--- src/sv/mnts_pkg.sv ---
// Package for the MIDI note to tone sequencer: widths, command codes, tone table, shared types.
package mnts_pkg;

    // Field widths
    localparam int CMD_W   = 2;
    localparam int DELTA_W = 28;
    localparam int NOTE_W  = 7;
    localparam int TEMPO_W = 24;
    localparam int TPQ_W   = 15;
    localparam int DUR_W   = 32;
    localparam int FREQ_W  = 22;

    // Product of delta ticks and tempo, and the divider schedule (two bits per step)
    localparam int PROD_W      = DELTA_W + TEMPO_W;
    localparam int DIV_STEPS   = PROD_W / 2;
    localparam int DIV_CNT_W   = $clog2(DIV_STEPS);

    // Reset values
    localparam logic [TPQ_W-1:0]   TPQ_RESET   = TPQ_W'(480);
    localparam logic [TEMPO_W-1:0] TEMPO_RESET = TEMPO_W'(500000);

    // Tone table format
    localparam int FREQ_FRAC_BITS = 8;
    localparam int NOTE_COUNT     = 128;
    localparam logic [63:0] FREQ_MAX = (64'd1 << FREQ_W) - 64'd1;

    // Command codes
    typedef enum logic [CMD_W-1:0] {
        CMD_ON    = 2'd0,
        CMD_OFF   = 2'd1,
        CMD_TEMPO = 2'd2,
        CMD_NONE  = 2'd3
    } t_cmd;

    // Result of one time computation
    typedef struct packed {
        logic [DUR_W-1:0] t;
        logic             prod_nz;
    } t_arith_res;

    // Notes 120..131 in Hz, 16 fraction bits, rounded to nearest
    localparam logic [11:0][31:0] TOP_OCTAVE_Q16 = {
        32'd1035748353, 32'd977616265, 32'd922746880, 32'd870957077,
        32'd822074013,  32'd775934544, 32'd732384684, 32'd691279090,
        32'd652480562,  32'd615859655, 32'd581294109, 32'd548668578
    };

    typedef logic [NOTE_COUNT-1:0][FREQ_W-1:0] t_freq_rom;

    // Build the note frequency table at elaboration
    function automatic t_freq_rom build_freq_rom();
        t_freq_rom   rom;
        logic [63:0] v;
        int          idx;
        int          sh;
        rom = '0;
        for (int o = 0; o <= 10; o++) begin
            for (int s = 0; s < 12; s++) begin
                idx = o * 12 + s;
                if (idx < NOTE_COUNT) begin
                    sh = (16 - FREQ_FRAC_BITS) + (10 - o);
                    v  = 64'(TOP_OCTAVE_Q16[s[3:0]]);
                    if (sh > 0) begin
                        v = (v + (64'd1 << (sh - 1))) >> sh;
                    end
                    if (v > FREQ_MAX) begin
                        v = FREQ_MAX;
                    end
                    rom[idx[NOTE_W-1:0]] = v[FREQ_W-1:0];
                end
            end
        end
        return rom;
    endfunction

    localparam t_freq_rom FREQ_ROM = build_freq_rom();

endpackage

--- src/sv/midi_note_to_tone_sequencer_unit.sv ---
// Top level of the MIDI note to tone sequencer: event decode, note state, output word register.
//
//   channel  direction  handshake              payload
//   input    in         i_valid / o_stall      i_command, i_delta_ticks, i_note, i_tempo_value
//   output   out        o_valid / i_stall      o_duration_us, o_frequency_q8, o_is_rest
//   config   in         i_cfg_wr_en            i_cfg_wr_data (ticks per quarter)
//
// A note event passes through accept, the multiply, 26 divide steps of two quotient
// bits each in the shared time unit, the result register and the decision state.
// Set-tempo and unused commands are taken in the idle state. o_stall is high while an event is at work.
// Reset is synchronous, active low; it restores tempo, division and note state at once.
// A finished word waits in the output register; a new word held back by i_stall holds
// the decision cycle until the register frees.
module midi_note_to_tone_sequencer_unit (
    input  logic                          i_clk,
    input  logic                          i_rst_n,
    input  logic                          i_valid,
    output logic                          o_stall,
    input  logic [mnts_pkg::CMD_W-1:0]    i_command,
    input  logic [mnts_pkg::DELTA_W-1:0]  i_delta_ticks,
    input  logic [mnts_pkg::NOTE_W-1:0]   i_note,
    input  logic [mnts_pkg::TEMPO_W-1:0]  i_tempo_value,
    output logic                          o_valid,
    input  logic                          i_stall,
    output logic [mnts_pkg::DUR_W-1:0]    o_duration_us,
    output logic [mnts_pkg::FREQ_W-1:0]   o_frequency_q8,
    output logic                          o_is_rest,
    input  logic                          i_cfg_wr_en,
    input  logic [mnts_pkg::TPQ_W-1:0]    i_cfg_wr_data
);

    typedef enum logic [2:0] {
        S_IDLE = 3'b001,
        S_CALC = 3'b010,
        S_EMIT = 3'b100
    } t_state;

    t_state                            r_state, n_state;
    logic [mnts_pkg::TPQ_W-1:0]        r_tpq;
    logic [mnts_pkg::TEMPO_W-1:0]      r_tempo, n_tempo;
    logic [mnts_pkg::DUR_W-1:0]        r_acc, n_acc;
    logic                              r_rest_pend, n_rest_pend;
    logic                              r_last_off, n_last_off;
    logic [mnts_pkg::NOTE_W-1:0]       r_last_note, n_last_note;
    logic                              r_cur_off, n_cur_off;
    logic [mnts_pkg::NOTE_W-1:0]       r_cur_note, n_cur_note;
    mnts_pkg::t_arith_res              r_res, n_res;
    logic                              r_out_valid, n_out_valid;
    logic [mnts_pkg::DUR_W-1:0]        r_dur, n_dur;
    logic [mnts_pkg::FREQ_W-1:0]       r_freq, n_freq;
    logic                              r_is_rest, n_is_rest;

    logic                              w_accept;
    logic                              w_start;
    logic [mnts_pkg::TPQ_W-1:0]        w_divisor;
    logic                              w_arith_done;
    mnts_pkg::t_arith_res              w_arith_res;
    logic [mnts_pkg::DUR_W:0]          w_sum;
    logic [mnts_pkg::DUR_W-1:0]        w_sat_sum;
    logic                              w_tone;
    logic                              w_rest;
    logic                              w_blocked;
    logic                              w_fire;

    assign w_accept  = i_valid && !o_stall;
    assign w_start   = w_accept && (i_command == mnts_pkg::CMD_ON ||
                                    i_command == mnts_pkg::CMD_OFF);
    assign w_divisor = (r_tpq == '0) ? mnts_pkg::TPQ_W'(1) : r_tpq;

    mnts_arith u_arith (
        .i_clk     (i_clk),
        .i_rst_n   (i_rst_n),
        .i_start   (w_start),
        .i_delta   (i_delta_ticks),
        .i_tempo   (r_tempo),
        .i_divisor (w_divisor),
        .o_done    (w_arith_done),
        .o_res     (w_arith_res)
    );

    // Saturating sum of the accumulated time and this event's time
    assign w_sum     = {1'b0, r_acc} + {1'b0, r_res.t};
    assign w_sat_sum = w_sum[mnts_pkg::DUR_W] ? '1 : w_sum[mnts_pkg::DUR_W-1:0];

    // Decide what the current event emits
    assign w_tone    = !r_last_off && (!r_cur_off || r_cur_note == r_last_note);
    assign w_rest    = r_last_off && !r_cur_off && r_rest_pend && r_res.prod_nz;
    assign w_blocked = r_out_valid && i_stall;
    assign w_fire    = (r_state == S_EMIT) && (w_tone || w_rest) && !w_blocked;

    // Sequencer and note state
    always_comb begin
        n_state     = r_state;
        n_tempo     = r_tempo;
        n_acc       = r_acc;
        n_rest_pend = r_rest_pend;
        n_last_off  = r_last_off;
        n_last_note = r_last_note;
        n_cur_off   = r_cur_off;
        n_cur_note  = r_cur_note;
        n_res       = r_res;
        unique case (r_state)
            S_IDLE: begin
                if (w_accept) begin
                    unique case (i_command)
                        mnts_pkg::CMD_TEMPO: n_tempo = i_tempo_value;
                        mnts_pkg::CMD_ON, mnts_pkg::CMD_OFF: begin
                            n_cur_off  = (i_command == mnts_pkg::CMD_OFF);
                            n_cur_note = i_note;
                            n_state    = S_CALC;
                        end
                        default: ;
                    endcase
                end
            end
            S_CALC: begin
                if (w_arith_done) begin
                    n_res   = w_arith_res;
                    n_state = S_EMIT;
                end
            end
            S_EMIT: begin
                if (!((w_tone || w_rest) && w_blocked)) begin
                    n_state = S_IDLE;
                    if (!r_last_off) begin
                        if (w_tone) begin
                            n_acc       = '0;
                            n_rest_pend = r_rest_pend || r_cur_off;
                            n_last_off  = r_cur_off;
                            n_last_note = r_cur_note;
                        end else begin
                            n_acc = w_sat_sum;
                        end
                    end else if (!r_cur_off) begin
                        if (w_rest) begin
                            n_acc       = '0;
                            n_rest_pend = 1'b0;
                        end
                        n_last_off  = 1'b0;
                        n_last_note = r_cur_note;
                    end
                end
            end
            default: n_state = S_IDLE;
        endcase
    end

    // Load the output word; drop it once taken
    always_comb begin
        n_out_valid = r_out_valid && i_stall;
        n_dur       = r_dur;
        n_freq      = r_freq;
        n_is_rest   = r_is_rest;
        if (w_fire) begin
            n_out_valid = 1'b1;
            n_dur       = w_sat_sum;
            n_freq      = w_rest ? '0 : mnts_pkg::FREQ_ROM[r_last_note];
            n_is_rest   = w_rest;
        end
    end

    // Control registers
    always_ff @(posedge i_clk) begin
        if (!i_rst_n) begin
            r_state     <= S_IDLE;
            r_tpq       <= mnts_pkg::TPQ_RESET;
            r_tempo     <= mnts_pkg::TEMPO_RESET;
            r_acc       <= '0;
            r_rest_pend <= 1'b0;
            r_last_off  <= 1'b0;
            r_last_note <= '0;
            r_out_valid <= 1'b0;
        end else begin
            r_state     <= n_state;
            r_tpq       <= i_cfg_wr_en ? i_cfg_wr_data : r_tpq;
            r_tempo     <= n_tempo;
            r_acc       <= n_acc;
            r_rest_pend <= n_rest_pend;
            r_last_off  <= n_last_off;
            r_last_note <= n_last_note;
            r_out_valid <= n_out_valid;
        end
    end

    // Payload registers
    always_ff @(posedge i_clk) begin
        r_cur_off  <= n_cur_off;
        r_cur_note <= n_cur_note;
        r_res      <= n_res;
        r_dur      <= n_dur;
        r_freq     <= n_freq;
        r_is_rest  <= n_is_rest;
    end

    assign o_stall        = (r_state != S_IDLE);
    assign o_valid        = r_out_valid;
    assign o_duration_us  = r_dur;
    assign o_frequency_q8 = r_freq;
    assign o_is_rest      = r_is_rest;

    a_done_in_calc: assert property (@(posedge i_clk) disable iff (!i_rst_n)
        w_arith_done |-> r_state == S_CALC)
        else $error("time unit finished outside the calc state");

    a_rest_silent: assert property (@(posedge i_clk) disable iff (!i_rst_n)
        (o_valid && o_is_rest) |-> o_frequency_q8 == '0)
        else $error("rest word carries a frequency");

    a_fire_clears_acc: assert property (@(posedge i_clk) disable iff (!i_rst_n)
        w_fire |=> (r_acc == '0 && o_valid && r_state == S_IDLE))
        else $error("emitted word did not clear the accumulated time");

    a_no_tone_and_rest: assert property (@(posedge i_clk) disable iff (!i_rst_n)
        (r_state == S_EMIT) |-> !(w_tone && w_rest))
        else $error("tone and rest decided together");

endmodule

--- src/sv/mnts_arith.sv ---
// Time unit: delta ticks times tempo, then a two-bit-per-cycle restoring divide by the division.
module mnts_arith (
    input  logic                          i_clk,
    input  logic                          i_rst_n,
    input  logic                          i_start,
    input  logic [mnts_pkg::DELTA_W-1:0]  i_delta,
    input  logic [mnts_pkg::TEMPO_W-1:0]  i_tempo,
    input  logic [mnts_pkg::TPQ_W-1:0]    i_divisor,
    output logic                          o_done,
    output mnts_pkg::t_arith_res          o_res
);

    typedef enum logic [2:0] {
        A_IDLE = 3'b001,
        A_MUL  = 3'b010,
        A_DIV  = 3'b100
    } t_astate;

    t_astate                            r_state, n_state;
    logic [mnts_pkg::DIV_CNT_W-1:0]     r_cnt, n_cnt;
    logic                               r_done, n_done;
    logic [mnts_pkg::DELTA_W-1:0]       r_delta, n_delta;
    logic [mnts_pkg::TEMPO_W-1:0]       r_tempo, n_tempo;
    logic [mnts_pkg::TPQ_W-1:0]         r_dsr, n_dsr;
    logic [mnts_pkg::PROD_W-1:0]        r_dvd, n_dvd;
    logic [mnts_pkg::TPQ_W-1:0]         r_rem, n_rem;
    logic                               r_nz, n_nz;

    logic [mnts_pkg::PROD_W-1:0]        w_prod;
    logic [mnts_pkg::TPQ_W:0]           w_x1, w_x2;
    logic [mnts_pkg::TPQ_W-1:0]         w_r1, w_r2;
    logic                               w_q1, w_q2;

    // Full product, combinational from the latched operands
    assign w_prod = mnts_pkg::PROD_W'(r_delta) * mnts_pkg::PROD_W'(r_tempo);

    // Two restoring compare-subtract stages
    always_comb begin
        w_x1 = {r_rem, r_dvd[mnts_pkg::PROD_W-1]};
        w_q1 = (w_x1 >= {1'b0, r_dsr});
        w_r1 = w_q1 ? mnts_pkg::TPQ_W'(w_x1 - {1'b0, r_dsr}) : w_x1[mnts_pkg::TPQ_W-1:0];
        w_x2 = {w_r1, r_dvd[mnts_pkg::PROD_W-2]};
        w_q2 = (w_x2 >= {1'b0, r_dsr});
        w_r2 = w_q2 ? mnts_pkg::TPQ_W'(w_x2 - {1'b0, r_dsr}) : w_x2[mnts_pkg::TPQ_W-1:0];
    end

    // Sequence: latch operands, multiply, divide
    always_comb begin
        n_state = r_state;
        n_cnt   = r_cnt;
        n_done  = 1'b0;
        n_delta = r_delta;
        n_tempo = r_tempo;
        n_dsr   = r_dsr;
        n_dvd   = r_dvd;
        n_rem   = r_rem;
        n_nz    = r_nz;
        unique case (r_state)
            A_IDLE: begin
                if (i_start) begin
                    n_delta = i_delta;
                    n_tempo = i_tempo;
                    n_dsr   = i_divisor;
                    n_state = A_MUL;
                end
            end
            A_MUL: begin
                n_dvd   = w_prod;
                n_rem   = '0;
                n_nz    = (w_prod != '0);
                n_cnt   = '0;
                n_state = A_DIV;
            end
            A_DIV: begin
                n_dvd = {r_dvd[mnts_pkg::PROD_W-3:0], w_q1, w_q2};
                n_rem = w_r2;
                n_cnt = r_cnt + 1'b1;
                if (r_cnt == mnts_pkg::DIV_CNT_W'(mnts_pkg::DIV_STEPS - 1)) begin
                    n_done  = 1'b1;
                    n_state = A_IDLE;
                end
            end
            default: n_state = A_IDLE;
        endcase
    end

    // Control registers
    always_ff @(posedge i_clk) begin
        if (!i_rst_n) begin
            r_state <= A_IDLE;
            r_done  <= 1'b0;
            r_cnt   <= '0;
        end else begin
            r_state <= n_state;
            r_done  <= n_done;
            r_cnt   <= n_cnt;
        end
    end

    // Datapath registers
    always_ff @(posedge i_clk) begin
        r_delta <= n_delta;
        r_tempo <= n_tempo;
        r_dsr   <= n_dsr;
        r_dvd   <= n_dvd;
        r_rem   <= n_rem;
        r_nz    <= n_nz;
    end

    // Saturate the quotient to the duration width
    assign o_done        = r_done;
    assign o_res.t       = (r_dvd[mnts_pkg::PROD_W-1:mnts_pkg::DUR_W] != '0)
                           ? '1 : r_dvd[mnts_pkg::DUR_W-1:0];
    assign o_res.prod_nz = r_nz;

    a_done_leaves_div: assert property (@(posedge i_clk) disable iff (!i_rst_n)
        r_done |-> $past(r_state) == A_DIV && r_state == A_IDLE)
        else $error("divide done without a finished divide");

    a_start_only_idle: assert property (@(posedge i_clk) disable iff (!i_rst_n)
        (r_state == A_MUL) |=> (r_state == A_DIV && r_cnt == '0))
        else $error("multiply not followed by divide");

    a_rem_below_dsr: assert property (@(posedge i_clk) disable iff (!i_rst_n)
        (r_state == A_DIV && r_dsr != '0) |-> r_rem < r_dsr)
        else $error("divide remainder out of range");

endmodule

--- config.mk ---
export PLATFORM = sky130hd
export DESIGN_NAME = midi_note_to_tone_sequencer_unit
export DESIGN_NICKNAME = d
export VERILOG_FILES = /design/src/sv/mnts_pkg.sv /design/src/sv/midi_note_to_tone_sequencer_unit.sv /design/src/sv/mnts_arith.sv
export SDC_FILE = /design/constraint.sdc
export NUM_CORES = 2
export LEC_CHECK = 0
export BUFFER_PORTS_ARGS = -buffer_cell sky130_fd_sc_hd__buf_2
export CORE_UTILIZATION = 30
export DETAILED_ROUTE_END_ITERATION = 7
export GPL_TIMING_DRIVEN = 0
export MAX_ROUTING_LAYER = met4
export SETUP_SLACK_MARGIN = 0.02
export SLEW_MARGIN = 20
export SYNTH_ARGS = -nofsm -noshare
export SYNTH_HDL_FRONTEND = slang
export SYNTH_SLANG_ARGS = --single-unit
--- constraint.sdc ---
create_clock -name i_clk -period 20.6 [get_ports i_clk]
set_input_delay 4.12 -clock i_clk [delete_from_list [all_inputs] [get_ports i_clk]]
set_output_delay 4.12 -clock i_clk [all_outputs]
set_load 0.005 [all_outputs]
==> results.sh <==
export IMPL_cp_required_ns=20.94
export IMPL_yosys_warnings=0
export IMPL_run_status="completed"
export IMPL_track_usage=0.2085
export IMPL_hold_class="reg2reg"
export IMPL_crit_path_max_fanout=10
export IMPL_cts_tree="built"
export IMPL_finalClockSkew_ns=0.02505
export IMPL_synth_edf_count=231
export IMPL_overflow=0
export IMPL_synth_area_leader_cell="fa_1"
export IMPL_grt_pass1_wl_um=207800
export IMPL_vias_per_cell=5.012
export IMPL_io_pins=138
export IMPL_postCtsSetupBuffers=0
export IMPL_synthToLayoutAreaGrowth_pct=10.95
export IMPL_cts_resized_gates=0
export IMPL_synth_distinct_cells=88
export IMPL_hpwl_um=110300
export IMPL_dieArea_um2=135600
export IMPL_route_detailed_drc=0
export IMPL_synth_top_cells_by_area="fa_1 (29%), edfxtp_1 (17%), ha_1 (7.9%)"
export IMPL_rsz0062_at_grt="no"
export IMPL_cts_root_buf="clkbuf_16"
export IMPL_synthArstFlopShare=0
export IMPL_synth_top_area_frac=0.2852
export IMPL_vias=32060
export IMPL_drt_iter0_drc=2439
export IMPL_cts_buffers=41
export IMPL_filler_cell_count=13740
export IMPL_ys_dominant_reg_cell="edfxtp_1"
export IMPL_setup_violations=0
export IMPL_slew_violations=0
export IMPL_placed_area_um2=43250
export IMPL_rows=133
export IMPL_syn_nets=5328
export IMPL_path_clk_slew_ns=0.06
export IMPL_htree_levels=2
export IMPL_clk_path_buf_depth=3
export IMPL_core_area_um2=132300
export IMPL_grt_max_degree=53
export IMPL_yosysMostFrequentCell="inv_1"
export IMPL_worst_ep_arrival_time_ns=10.24
export IMPL_max_cap_violations=0
export IMPL_cts_num_sinks=324
export IMPL_start_util=0.3041
export IMPL_ys_seq_area_frac=0.2187
export IMPL_finalSetupTns_ns=0
export IMPL_wl_per_cell_um=21.58
export IMPL_netlist_area_um2=40220
export IMPL_clkLatencyLatePin_ns=0.63
export IMPL_finalHoldViolations=0
export IMPL_drive_gt1_frac=0.05757
export IMPL_relSlewSlack=0.2557
export IMPL_fp_dieH_um=368.2
export IMPL_worst_pin_slew_ns=1.116
export IMPL_design_area_um2=44630
export IMPL_post_route_period_util=0.4804
export IMPL_wl_um=138100
export IMPL_worst_setup_path_end_kind="flop"
export IMPL_clock_fmax_ghz=0.1010
export IMPL_grt_antenna_before_repair=2
export IMPL_grt_pass1_vias=33270
export IMPL_cts_hold_buffers=0
export IMPL_ys_seq_elements=324
export IMPL_ys_top_cells_by_count="inv_1 (700), nand2_1 (605), fa_1 (573), and2_1 (329), ha_1 (255)"
export IMPL_final_antenna_net_count=0
export IMPL_start_kind="flop"
export IMPL_drtPass1Iterations=6
export IMPL_io_buffer_count=135
export IMPL_critical_path_class="reg2reg"
export IMPL_avgSynthCellArea_um2=9.103
export IMPL_nets=5515
export IMPL_chipWidth_um=368.2
export IMPL_globalplace_congestion=1.015
export IMPL_synthCells=4419
export IMPL_period_minus_slack_ns=9.897
-- final timing paths --
| check | startpoint | end | slack [ns] | cells past startpoint |
|---|---|---|---|---|
| min reg2reg | u_arith.r_nz | r_res[0] | 0.42 | 0 |
| max reg2reg | u_arith.r_tempo[21] | u_arith.r_nz | 10.70 | 21 |
| min | u_arith.r_nz | r_res[0] | 0.42 | 0 |
| max | u_arith.r_tempo[21] | u_arith.r_nz | 10.70 | 21 |
-- routing by layer --
layer / wire, µm / global-route usage
met3: 9522 / 0.03551
met2: 64160 / 0.3342
met4: 5722 / 0.07940
met1: 58680 / 0.2621
met5: 0 / -
-- stage by stage --
stage               cells    util  hold WS (ns)  worst slack (ns)
global placement     6309  0.3258        0.4019             10.92
detailed placement   6318  0.3269        0.4093             10.90
floorplan            4419       -        0.4003             13.13
global route         6395  0.3373        0.4339             10.49
CTS                  6393  0.3372        0.4234             10.87
finish               6397  0.3373        0.4207             10.70
-- kinds of logic after synthesis --
group                    synth area share
AND/OR/NAND/NOR                    0.1743
buffers and inverters             0.09117
adder cells (fa/ha/maj)            0.3645
AO/OA/AOI/OAI                      0.1131
flip-flops                         0.2187
XOR/XNOR                          0.01873
multiplexers                      0.01947
-- state kept, by name (all words and copies together) (netlist names), 3 cells and up --
signal	flops
u_arith.r_dvd	52
r_res	33
o_duration_us	32
r_acc	32
u_arith.r_delta	28
r_tempo	24
u_arith.r_tempo	24
o_frequency_q8	22
r_tpq	15
u_arith.r_dsr	15
u_arith.r_rem	15
r_cur_note	7
r_last_note	7
u_arith.r_cnt	5
r_state	3
u_arith.r_state	3
-- final cells by class --
class / instances / area, µm² / share of cell area
multi-input combinational: 3124 / 27790 / 0.6227
clock inverter: 26 / 286.5 / 0.006420
buffer: 269 / 1032 / 0.02313
sequential: 324 / 8798 / 0.1972
inverter: 702 / 2638 / 0.05910
timing repair buffer: 144 / 803.3 / 0.01800
clock buffer: 49 / 1076 / 0.02411
tap: 1755 / 2196 / 0.04920
antenna: 4 / 10.01 / 0.0002243
-- critical path, stage by stage (launching register included) --
cell and delay, ns:
edfxtp_1 0.32, clkbuf_1 0.77, clkbuf_1 0.76, nand2_1 0.18, fa_1 0.51, fa_1 0.45
fa_1 0.56, fa_1 0.48, fa_1 0.51, inv_1 0.05, fa_1 0.69, ha_1 0.31
ha_1 0.27, clkbuf_1 0.34, nand2_1 0.12, o21ai_0 0.79, nor3_1 0.17, a2111oi_0 0.85
nand4_1 0.23, or4b_1 0.65, nor4_1 0.43, nand3_1 0.15
-- placed cells by master (no fill, tap or decap), drive strengths merged, types with 40 or more instances in the layout --
cell type,count
edfxtp,231
nor2,183
dfxtp,93
nand3,52
a21o,65
or3,42
ha,255
and2,329
fa,573
buf,183
mux2i,49
nor2b,40
o21ai,167
inv,704
xnor2,49
a21oi,184
nor3,45
clkbuf,279
nand2,605
Power is left out: the tool's default activity adds up to more than one toggle a clock period on the data nets, which glitch-free logic cannot reach.
